<file path="config.mk">
export PLATFORM = sky130hd
export DESIGN_NAME = dbcs_aware_token_splitter
export DESIGN_NICKNAME = d
export VERILOG_FILES = /design/src/rtl/core/dbcs_pkg.sv /design/src/rtl/core/dbcs_cfg.sv /design/src/rtl/core/dbcs_scan.sv /design/src/rtl/core/dbcs_outreg.sv /design/src/rtl/core/dbcs_aware_token_splitter.sv
export VERILOG_INCLUDE_DIRS = /design/src /design/src/rtl/core
export SDC_FILE = /design/constraint.sdc
export NUM_CORES = 1
export LEC_CHECK = 0
export BUFFER_PORTS_ARGS = -buffer_cell sky130_fd_sc_hd__buf_2
export CORE_AREA = 2 2 87 110
export DETAILED_ROUTE_END_ITERATION = 10
export DIE_AREA = 0 0 89 112
export GPL_TIMING_DRIVEN = 0
export MAX_ROUTING_LAYER = met4
export PLACE_DENSITY = 0.8
export SYNTH_ARGS = -nofsm -noshare
export SYNTH_HDL_FRONTEND = slang
export SYNTH_SLANG_ARGS = --single-unit
</file>
<file path="constraint.sdc">
create_clock -name i_clk -period 3.6 [get_ports i_clk]
set_clock_uncertainty 0.1 [all_clocks]
set_input_delay 0.36 -clock i_clk [delete_from_list [all_inputs] [get_ports i_clk]]
set_output_delay 0.36 -clock i_clk [all_outputs]
set_load 0.05 [all_outputs]
</file>
<file path="src/rtl/core/dbcs_aware_token_splitter_assert.svh">
// ----------------------------------------------------------------------------
// DBCS token splitter assertion macros
// Concurrent assertion helpers on i_clk, disabled while i_rst_n is low.
// ----------------------------------------------------------------------------
`ifndef DBCS_AWARE_TOKEN_SPLITTER_ASSERT_SVH
`define DBCS_AWARE_TOKEN_SPLITTER_ASSERT_SVH

`ifndef NO_ASSERTIONS
`define DBCS_ASSERT_SAME(label, ante, cons) \
    label: assert property (@(posedge i_clk) disable iff (!i_rst_n) (ante) |-> (cons)) \
        else $error("dbcs: same-cycle assertion failed");
`define DBCS_ASSERT_NEXT(label, ante, cons) \
    label: assert property (@(posedge i_clk) disable iff (!i_rst_n) (ante) |=> (cons)) \
        else $error("dbcs: next-cycle assertion failed");
`else
`define DBCS_ASSERT_SAME(label, ante, cons)
`define DBCS_ASSERT_NEXT(label, ante, cons)
`endif

`endif

</file>
<file path="src/rtl/core/dbcs_pkg.sv">
// ----------------------------------------------------------------------------
// DBCS token splitter package
// Shared constants, register codes and inter-module structures.
// ----------------------------------------------------------------------------
`default_nettype none

package dbcs_pkg;

    localparam int DELIM_SLOTS = 4;
    localparam int INDEX_WIDTH = 16;
    localparam int POS_W       = 16;
    localparam int LEN_W       = 16;
    localparam int CNT_W       = 3;
    localparam int CFG_IDX_W   = 3;
    localparam int CFG_DATA_W  = 16;
    localparam int CFG_DELIM_REGS = 4;
    localparam int CMP_W = (INDEX_WIDTH > LEN_W) ? INDEX_WIDTH : LEN_W;

    localparam logic [7:0] DB_LOW = 8'h81;
    localparam logic [7:0] DB_END = 8'hFF;
    localparam logic [LEN_W-1:0] MAX_LEN_RESET = 16'd256;
    localparam logic [INDEX_WIDTH-1:0] INDEX_MAX = '1;
    localparam logic [POS_W-1:0] POS_MAX = '1;

    localparam logic [CFG_IDX_W-1:0] CFG_DELIM_A     = 3'd0;
    localparam logic [CFG_IDX_W-1:0] CFG_DELIM_B     = 3'd1;
    localparam logic [CFG_IDX_W-1:0] CFG_DELIM_C     = 3'd2;
    localparam logic [CFG_IDX_W-1:0] CFG_DELIM_D     = 3'd3;
    localparam logic [CFG_IDX_W-1:0] CFG_DELIM_COUNT = 3'd4;
    localparam logic [CFG_IDX_W-1:0] CFG_DOUBLE_BYTE = 3'd5;
    localparam logic [CFG_IDX_W-1:0] CFG_MAX_LEN     = 3'd6;

    typedef struct packed {
        logic [DELIM_SLOTS-1:0][7:0] delim;
        logic [CNT_W-1:0]            delim_count;
        logic                        double_byte_mode;
        logic [LEN_W-1:0]            max_len;
    } t_cfg;

    typedef struct packed {
        logic [7:0]       byte_out;
        logic             copied;
        logic             at_stop;
        logic             end_reached;
        logic [POS_W-1:0] position;
    } t_res;

endpackage

`default_nettype wire

</file>
<file path="src/rtl/core/dbcs_cfg.sv">
// ----------------------------------------------------------------------------
// DBCS token splitter configuration registers
// Holds the delimiter set, mode bit and length limit written by the host.
// ----------------------------------------------------------------------------
`default_nettype none

module dbcs_cfg (
    input  wire logic                             i_clk,
    input  wire logic                             i_rst_n,
    input  wire logic                             i_cfg_we,
    input  wire logic [dbcs_pkg::CFG_IDX_W-1:0]   i_cfg_index,
    input  wire logic [dbcs_pkg::CFG_DATA_W-1:0]  i_cfg_data,
    output dbcs_pkg::t_cfg                        o_cfg
);

    dbcs_pkg::t_cfg r_cfg;

    always_ff @(posedge i_clk) begin
        if (!i_rst_n) begin
            r_cfg.delim            <= '0;
            r_cfg.delim_count      <= '0;
            r_cfg.double_byte_mode <= 1'b0;
            r_cfg.max_len          <= dbcs_pkg::MAX_LEN_RESET;
        end else if (i_cfg_we) begin
            for (int k = 0; k < dbcs_pkg::DELIM_SLOTS; k++) begin
                if (k < dbcs_pkg::CFG_DELIM_REGS &&
                    i_cfg_index == dbcs_pkg::CFG_IDX_W'(int'(dbcs_pkg::CFG_DELIM_A) + k)) begin
                    r_cfg.delim[k] <= i_cfg_data[7:0];
                end
            end
            case (i_cfg_index)
                dbcs_pkg::CFG_DELIM_COUNT: begin
                    r_cfg.delim_count <= i_cfg_data[dbcs_pkg::CNT_W-1:0];
                end
                dbcs_pkg::CFG_DOUBLE_BYTE: begin
                    r_cfg.double_byte_mode <= i_cfg_data[0];
                end
                dbcs_pkg::CFG_MAX_LEN: begin
                    r_cfg.max_len <= i_cfg_data[dbcs_pkg::LEN_W-1:0];
                end
                default: begin
                end
            endcase
        end
    end

    assign o_cfg = r_cfg;

endmodule

`default_nettype wire

</file>
<file path="src/rtl/core/dbcs_scan.sv">
// ----------------------------------------------------------------------------
// DBCS token splitter byte scanner
// Decides per byte whether it is copied or stops the token, and keeps the
// lead-byte parity, byte index and stopped flag.
// ----------------------------------------------------------------------------
`default_nettype none
`include "dbcs_aware_token_splitter_assert.svh"

module dbcs_scan (
    input  wire logic        i_clk,
    input  wire logic        i_rst_n,
    input  wire logic        i_acc,
    input  wire logic [7:0]  i_in_byte,
    input  wire logic        i_last,
    input  wire dbcs_pkg::t_cfg i_cfg,
    output logic             o_res_valid,
    output dbcs_pkg::t_res   o_res
);

    logic                               r_parity;
    logic [dbcs_pkg::INDEX_WIDTH-1:0]   r_index;
    logic                               r_stopped;
    logic                               n_parity;
    logic [dbcs_pkg::INDEX_WIDTH-1:0]   n_index;
    logic                               n_stopped;

    logic                               delim_hit;
    logic                               masked;
    logic                               stop;
    logic                               is_db;
    logic [dbcs_pkg::LEN_W-1:0]         limit;
    logic [dbcs_pkg::CMP_W-1:0]         idx_ext;
    logic [dbcs_pkg::CMP_W-1:0]         lim_ext;

    always_comb begin
        delim_hit = 1'b0;
        for (int k = 0; k < dbcs_pkg::DELIM_SLOTS; k++) begin
            if (k < int'(i_cfg.delim_count) && i_cfg.delim[k] != 8'h00 &&
                i_cfg.delim[k] == i_in_byte) begin
                delim_hit = 1'b1;
            end
        end
    end

    always_comb begin
        limit   = (i_cfg.max_len == '0) ? '0 : i_cfg.max_len - dbcs_pkg::LEN_W'(1);
        idx_ext = dbcs_pkg::CMP_W'(r_index);
        lim_ext = dbcs_pkg::CMP_W'(limit);
        masked  = i_cfg.double_byte_mode && (r_index != '0) && r_parity;
        stop    = (delim_hit && !masked) || (idx_ext >= lim_ext);
        is_db   = (i_in_byte >= dbcs_pkg::DB_LOW) && (i_in_byte < dbcs_pkg::DB_END);

        o_res_valid       = !r_stopped;
        o_res.byte_out    = i_in_byte;
        o_res.copied      = !stop;
        o_res.at_stop     = stop;
        o_res.end_reached = i_last;
        o_res.position    = (idx_ext > dbcs_pkg::CMP_W'(dbcs_pkg::POS_MAX)) ?
                            dbcs_pkg::POS_MAX : idx_ext[dbcs_pkg::POS_W-1:0];
    end

    always_comb begin
        n_parity  = is_db ? !r_parity : 1'b0;
        n_index   = r_index;
        n_stopped = r_stopped;
        if (!r_stopped) begin
            if (stop) begin
                n_stopped = 1'b1;
            end
            if (r_index != dbcs_pkg::INDEX_MAX) begin
                n_index = r_index + dbcs_pkg::INDEX_WIDTH'(1);
            end
        end
        if (i_last) begin
            n_parity  = 1'b0;
            n_index   = '0;
            n_stopped = 1'b0;
        end
    end

    always_ff @(posedge i_clk) begin
        if (!i_rst_n) begin
            r_parity  <= 1'b0;
            r_index   <= '0;
            r_stopped <= 1'b0;
        end else if (i_acc) begin
            r_parity  <= n_parity;
            r_index   <= n_index;
            r_stopped <= n_stopped;
        end
    end

    `DBCS_ASSERT_NEXT(a_stop_sticks, i_acc && !r_stopped && stop && !i_last, r_stopped)
    `DBCS_ASSERT_NEXT(a_last_clears, i_acc && i_last, r_index == '0 && !r_stopped && !r_parity)
    `DBCS_ASSERT_NEXT(a_index_steps,
        i_acc && !r_stopped && !i_last && r_index != dbcs_pkg::INDEX_MAX,
        r_index == $past(r_index) + dbcs_pkg::INDEX_WIDTH'(1))

endmodule

`default_nettype wire

</file>
<file path="src/rtl/core/dbcs_outreg.sv">
// ----------------------------------------------------------------------------
// DBCS token splitter result register
// Holds one result beat and parts the input handshake from the output one.
// ----------------------------------------------------------------------------
`default_nettype none
`include "dbcs_aware_token_splitter_assert.svh"

module dbcs_outreg (
    input  wire logic        i_clk,
    input  wire logic        i_rst_n,
    input  wire logic        i_in_valid,
    input  wire logic        i_res_valid,
    input  wire dbcs_pkg::t_res i_res,
    input  wire logic        i_out_stall,
    output logic             o_in_stall,
    output logic             o_acc,
    output logic             o_out_valid,
    output dbcs_pkg::t_res   o_res
);

    logic           r_valid;
    logic           n_valid;
    dbcs_pkg::t_res r_res;

    assign o_in_stall = r_valid && i_out_stall;
    assign o_acc      = i_in_valid && !o_in_stall;
    assign n_valid    = o_acc && i_res_valid;

    always_ff @(posedge i_clk) begin
        if (!i_rst_n) begin
            r_valid <= 1'b0;
        end else if (!o_in_stall) begin
            r_valid <= n_valid;
        end
    end

    always_ff @(posedge i_clk) begin
        if (n_valid) begin
            r_res <= i_res;
        end
    end

    assign o_out_valid = r_valid;
    assign o_res       = r_res;

    `DBCS_ASSERT_NEXT(a_result_loaded, n_valid, r_valid && r_res == $past(i_res))

endmodule

`default_nettype wire

</file>
<file path="src/rtl/core/dbcs_aware_token_splitter.sv">
// Each beat is registered and shown the cycle after its byte is accepted.
// Throughput: one byte per cycle while not stalled; scan state is registered.
// The input stalls only while the result register is full and stalled.
// Synchronous active-low reset clears the scan state and result valid flag and
// restores the configuration defaults (no delimiters, length limit 256).
// ----------------------------------------------------------------------------
// DBCS-aware token splitter
// Splits the first token off a byte stream, honouring double-byte trail bytes.
// ----------------------------------------------------------------------------
`default_nettype none

module dbcs_aware_token_splitter (
    input  wire logic                             i_clk,
    input  wire logic                             i_rst_n,
    input  wire logic                             i_cfg_we,
    input  wire logic [dbcs_pkg::CFG_IDX_W-1:0]   i_cfg_index,
    input  wire logic [dbcs_pkg::CFG_DATA_W-1:0]  i_cfg_data,
    input  wire logic                             i_in_valid,
    output logic                                  o_in_stall,
    input  wire logic [7:0]                       i_in_byte,
    input  wire logic                             i_last,
    output logic                                  o_out_valid,
    input  wire logic                             i_out_stall,
    output logic [7:0]                            o_byte_out,
    output logic                                  o_copied,
    output logic                                  o_at_stop,
    output logic                                  o_end_reached,
    output logic [dbcs_pkg::POS_W-1:0]            o_position
);

    dbcs_pkg::t_cfg cfg;
    dbcs_pkg::t_res scan_res;
    dbcs_pkg::t_res out_res;
    logic           scan_valid;
    logic           acc;

    dbcs_cfg u_cfg (
        .i_clk       (i_clk),
        .i_rst_n     (i_rst_n),
        .i_cfg_we    (i_cfg_we),
        .i_cfg_index (i_cfg_index),
        .i_cfg_data  (i_cfg_data),
        .o_cfg       (cfg)
    );

    dbcs_scan u_scan (
        .i_clk       (i_clk),
        .i_rst_n     (i_rst_n),
        .i_acc       (acc),
        .i_in_byte   (i_in_byte),
        .i_last      (i_last),
        .i_cfg       (cfg),
        .o_res_valid (scan_valid),
        .o_res       (scan_res)
    );

    dbcs_outreg u_outreg (
        .i_clk       (i_clk),
        .i_rst_n     (i_rst_n),
        .i_in_valid  (i_in_valid),
        .i_res_valid (scan_valid),
        .i_res       (scan_res),
        .i_out_stall (i_out_stall),
        .o_in_stall  (o_in_stall),
        .o_acc       (acc),
        .o_out_valid (o_out_valid),
        .o_res       (out_res)
    );

    assign o_byte_out    = out_res.byte_out;
    assign o_copied      = out_res.copied;
    assign o_at_stop     = out_res.at_stop;
    assign o_end_reached = out_res.end_reached;
    assign o_position    = out_res.position;

endmodule

`default_nettype wire
</file>
* After elaboration in Yosys (flattened, before gate mapping)
Index checks and enable logic that the tools add are counted.
** Storage, ports and cells
- Register bits :: 98
- Input bits :: 33
- Output and inout port bits :: 29
** Operators by class
- Add/subtract/negate cells :: 2
- Magnitude comparators :: 8
- Eq/ne operators :: 12
- Muxes and demuxes :: 13
- Reductions and logical operators :: 37
** Operators by type and width (number)
- $mux 16 :: 4
- $eq 8x8->1 :: 4
- $reduce_bool 8->1 :: 4
- $add 16x1->16 const B :: 1
- $ge 16x16->1 :: 1
- $gt 16x16->1 const B :: 1
- $logic_not 16->1 :: 1
- $ne 16x16->1 const B :: 1
- $reduce_bool 16->1 :: 1
- $sub 16x1->16 const B :: 1
- $logic_and 1x1->1 :: 15
- $reduce_and 2->1 :: 7
- $eq 3x3->1 const B :: 3
- $mux 1 :: 9
- $ge 8x8->1 const B :: 1
- $lt 8x8->1 const B :: 1
- $eq 3x2->1 const B :: 2
- $lt 1x3->1 const A :: 2
- $lt 2x3->1 const A :: 2
- $logic_not 1->1 :: 5
- $eq 3x1->1 const B :: 1
- $logic_not 3->1 :: 1
- $reduce_and 3->1 :: 1
- $ne 2x2->1 const B :: 1
- 2 further kinds :: 2

* Logic depth before layout (Yosys ltp)
- Word-level depth :: 12
- Gate-level depth with buffers :: 13
- Mapped depth without buffers :: 13

* Modules after synthesis
From an unflattened synthesis, not the netlist that was laid out.
** Unflattened totals
- Cell total of the unflattened synthesis :: 525
- Area, all modules :: 5058.6 um2
** By module, submodules not included
- dbcs_scan :: instances 1, cells each 297, area each 2222.1 um2
- dbcs_cfg :: instances 1, cells each 194, area each 1974.4 um2
- dbcs_outreg :: instances 1, cells each 34, area each 862.1 um2

* Worst setup path before layout
OpenSTA, ideal clock, no wires.
- Kind :: register to register
- From :: register u_cfg.r_cfg, in the netlist u_cfg.o_cfg[2]
- To :: register u_outreg.r_res, in the netlist u_outreg.o_res[17] (data pin)
- Arrival time :: 2.428 ns
- Required time :: 3.230 ns
- Slack :: 0.802 ns
- Cell stages (with the launch flop) :: 12
- Path buffers :: 0
- Clock period less this slack :: 2.798 ns
- Cells stage by stage :: dfxtp_1 nor4_4 nand2_1 nor4_1 xor2_1 nand2_1 ha_1 a21o_1 a211oi_1 o211ai_1 and2_1 nand3b_1
** RTL lines
- from (decl) :: RTL line dbcs_cfg.sv:16 : dbcs_pkg::t_cfg r_cfg;
- to (signal assigned) :: RTL line dbcs_outreg.sv:39 : r_res <= i_res;
- to (decl) :: RTL line dbcs_outreg.sv:23 : dbcs_pkg::t_res r_res;

==> impl_metrics.ini <==
[place]
placed_cell_area_mm2 = 0.00555
io_buffers = 61
dp_hpwl_um = 9070
finalWeightedCongestion = 0.956

[clock_network]
cts_root_buffer = clkbuf_16
holdBufCountCts = 0
ctsResizeCount = 0
post_cts_buffers = 0
clock_latency_ns = 0.35
cts_buffer_depth = 2
cts_tree = yes
cts_max_level = 3
clk_pin_slew_ns = 0.07
cts_sinks = 98
numCtsBuffers = 9

[final_layout]
layout.nets = 673
antenna_cells = 0
fin_area_mm2 = 0.00587
n_fill_cell = 768
area_growth_pct = 15.3
drive_above_1_share = 0.171

[floorplan]
initial_core_util = 0.567
chipWidth_um = 89
die-area_mm2 = 0.00997
coreArea_mm2 = 0.00898
row_count = 39
die_h_um = 112
io_pins = 62

[sta]
rsz0062_at_grt = false
clock.fmax_ghz = 0.298
setup_violations = 0
post-route-min-period_ns = 3.35
slew_headroom = 0.359
fin_crit_sh = 0.931
final_max_slew_viol_count = 0
hold_violations = 0
setup_tns_ns = 0
worst_pin_slew_ns = 0.955
holdWs_ns = 0.0918

[min_path]
hold_depth = 1
hold_start = i_in_byte[2]
hp-class = input port to flop
min_to = u_outreg.o_res[21]

[setup_path]
end_kind = flop
worst-path-buf-inv = 1
reg2reg_from = u_cfg.o_cfg[6]
crit_path_frequent_cell = a211oi_1
setup.worst_path.start_class = flop
cp_slowest_stage_delay_ns = 0.58
path_class = flop to flop
cp_top_family = simple AND/OR/NAND/NOR gates
worstPathCellList = nor4_1 > and4_1 > buf_4 > nand2_2 > nand2_1 > ha_1 > a21o_1 > a211oi_1 > a211oi_1 > and2_1 > nand3b_1
crit_fanout = 9
r2r_cells = 11
cp_slowest_cell = nor4_1
r2r-end = u_outreg.o_res[17]
rrSetupSlack_ns = 0.25
arrival_ns = 3.34
required_ns = 3.58

[logic_synthesis]
syn_nets = 601
synth-seq-cells = 98
avgSynthCellArea_um2 = 9.29
async_flop_share = 0
synth.distinct_cells = 59
synth_edf_count = 27
yosys.area.top_type_share = 0.279
post-synth-top-area-cell = dfxtp_1
synthCells = 548
ys_warn_count = 0
ys.flop_type = dfxtp_1
synthTopCellsByArea = dfxtp_1 28%, edfxtp_1 16%, nand2_1 8.9%
ys_seq_area_frac = 0.439
syn-cell-area_mm2 = 0.00509

[routing]
dr.pass1.iters = 5
via_count = 4256
drtIter0Drc = 179
routed_wl_um = 12200
drc = 0
viasPerCell = 5.69
routedWlPerCell_um = 16.3
final_antenna_net_count = 0

[global_route]
grt_overflow = 0
antenna_found_initial = 0
grt_pass1_vias = 4268
grt_max_degree = 30
grt_usage = 0.266
grt_pass1_wl_um = 19800

[power_and_ir_drop]
power-per-cell-area_mw_per_mm2 = 420
finalPower_mw = 2.47
p_leak_nw = 2.30
vdd_ir_drop_max_mv = 0.339

[status]
status = completed

[job]
drv_cap = 0
==> metal layers <==
layer / track usage / vias up / part of all wire
li1: - / 2065 / -
met1: 0.291 / 2028 / 0.39
met2: 0.455 / 129 / 0.53
met3: 0.0437 / 34 / 0.045
met4: 0.130 / 0 / 0.034
met5: - / - / 0
==> cells in the mapped netlist, drive strengths merged, types with 10 or more instances <==
| cell | number |
|---|---|
| clkbuf | 13 |
| nor2b | 10 |
| nand4 | 12 |
| a211oi | 10 |
| ha | 20 |
| xor2 | 24 |
| a21oi | 16 |
| xnor2 | 28 |
| nand3 | 15 |
| nor2 | 28 |
| nand2 | 122 |
| a21boi | 48 |
| dfxtp | 71 |
| nor4 | 17 |
| buf | 10 |
| edfxtp | 27 |
| nor3 | 13 |
==> cell families after synthesis <==
logic type / after synthesis / synth area share
compound gates: 102 / 0.151
buf+inv: 31 / 0.0280
flops: 98 / 0.439
xor+xnor: 52 / 0.0910
mux: 6 / 0.0118
simple gates: 239 / 0.230
fa+ha+maj: 20 / 0.0492
==> state kept, by name, indices dropped and copies added, names as in the netlist <==
register	flops
u_outreg.o_res	27
u_scan.r_parity	1
u_cfg.o_cfg	52
u_scan.idx_ext	16
u_outreg.o_out_valid	1
u_scan.r_stopped	1
==> cell usage in the layout (no fill, tap or decap), drive strengths merged, types with 17 or more instances in the layout <==
cell type and n:
ha 20, buf 71, dfxtp 71, clkbuf 27, nor2 28, xnor2 28, nor4 17, xor2 24
nand2 122, edfxtp 27, a21boi 48
==> worst max-delay path by stage <==
stage,cells past startpoint,startpoint,slack (ns),endpoint
2_1_floorplan,11,u_cfg.o_cfg[2],0.80,u_outreg.o_res[17]
3_3_place_gp,11,u_cfg.o_cfg[2],0.45,u_outreg.o_res[17]
3_5_place_dp,11,u_cfg.o_cfg[6],0.28,u_outreg.o_res[17]
4_1_cts,11,u_cfg.o_cfg[2],0.25,u_outreg.o_res[17]
5_1_grt,11,u_cfg.o_cfg[6],0.12,u_outreg.o_res[17]
6_report,11,u_cfg.o_cfg[6],0.25,u_outreg.o_res[17]
==> stage by stage <==
step           setup slack, ns   util  instances
2_1_floorplan            0.802      -        548
6_report                 0.247  0.654        748
5_1_grt                  0.115  0.654        748
3_3_place_gp             0.447  0.618        732
4_1_cts                  0.252  0.653        748
3_5_place_dp             0.276  0.618        732
==> worst register-to-register path, stage by stage (launching register included) <==
cell and delay [ns]:
dfxtp_1 0.37, nor4_1 0.58, and4_1 0.27, buf_4 0.15
nand2_2 0.12, nand2_1 0.11, ha_1 0.25, a21o_1 0.16
a211oi_1 0.37, a211oi_1 0.23, and2_1 0.22, nand3b_1 0.16
==> where the power goes <==
group	total, mW	switching (mW)	leakage [nW]	internal [mW]
Clock	0.983	0.407	0.154	0.576
Sequential	1.18	0.0195	0.840	1.16
Combinational	0.302	0.201	1.31	0.101
==> cell type report <==
cell class | instances | area [µm²] | share of cell area
Inverter | 8 | 30.0 | 0.00512
Multi-Input combinational cell | 419 | 2720 | 0.463
Timing Repair Buffer | 61 | 305 | 0.0520
Tap cell | 123 | 154 | 0.0262
Clock inverter | 2 | 16.3 | 0.00277
Clock buffer | 14 | 299 | 0.0509
Sequential cell | 98 | 2230 | 0.380
Buffer | 23 | 113 | 0.0192
(Power assumes the default switching activity.)
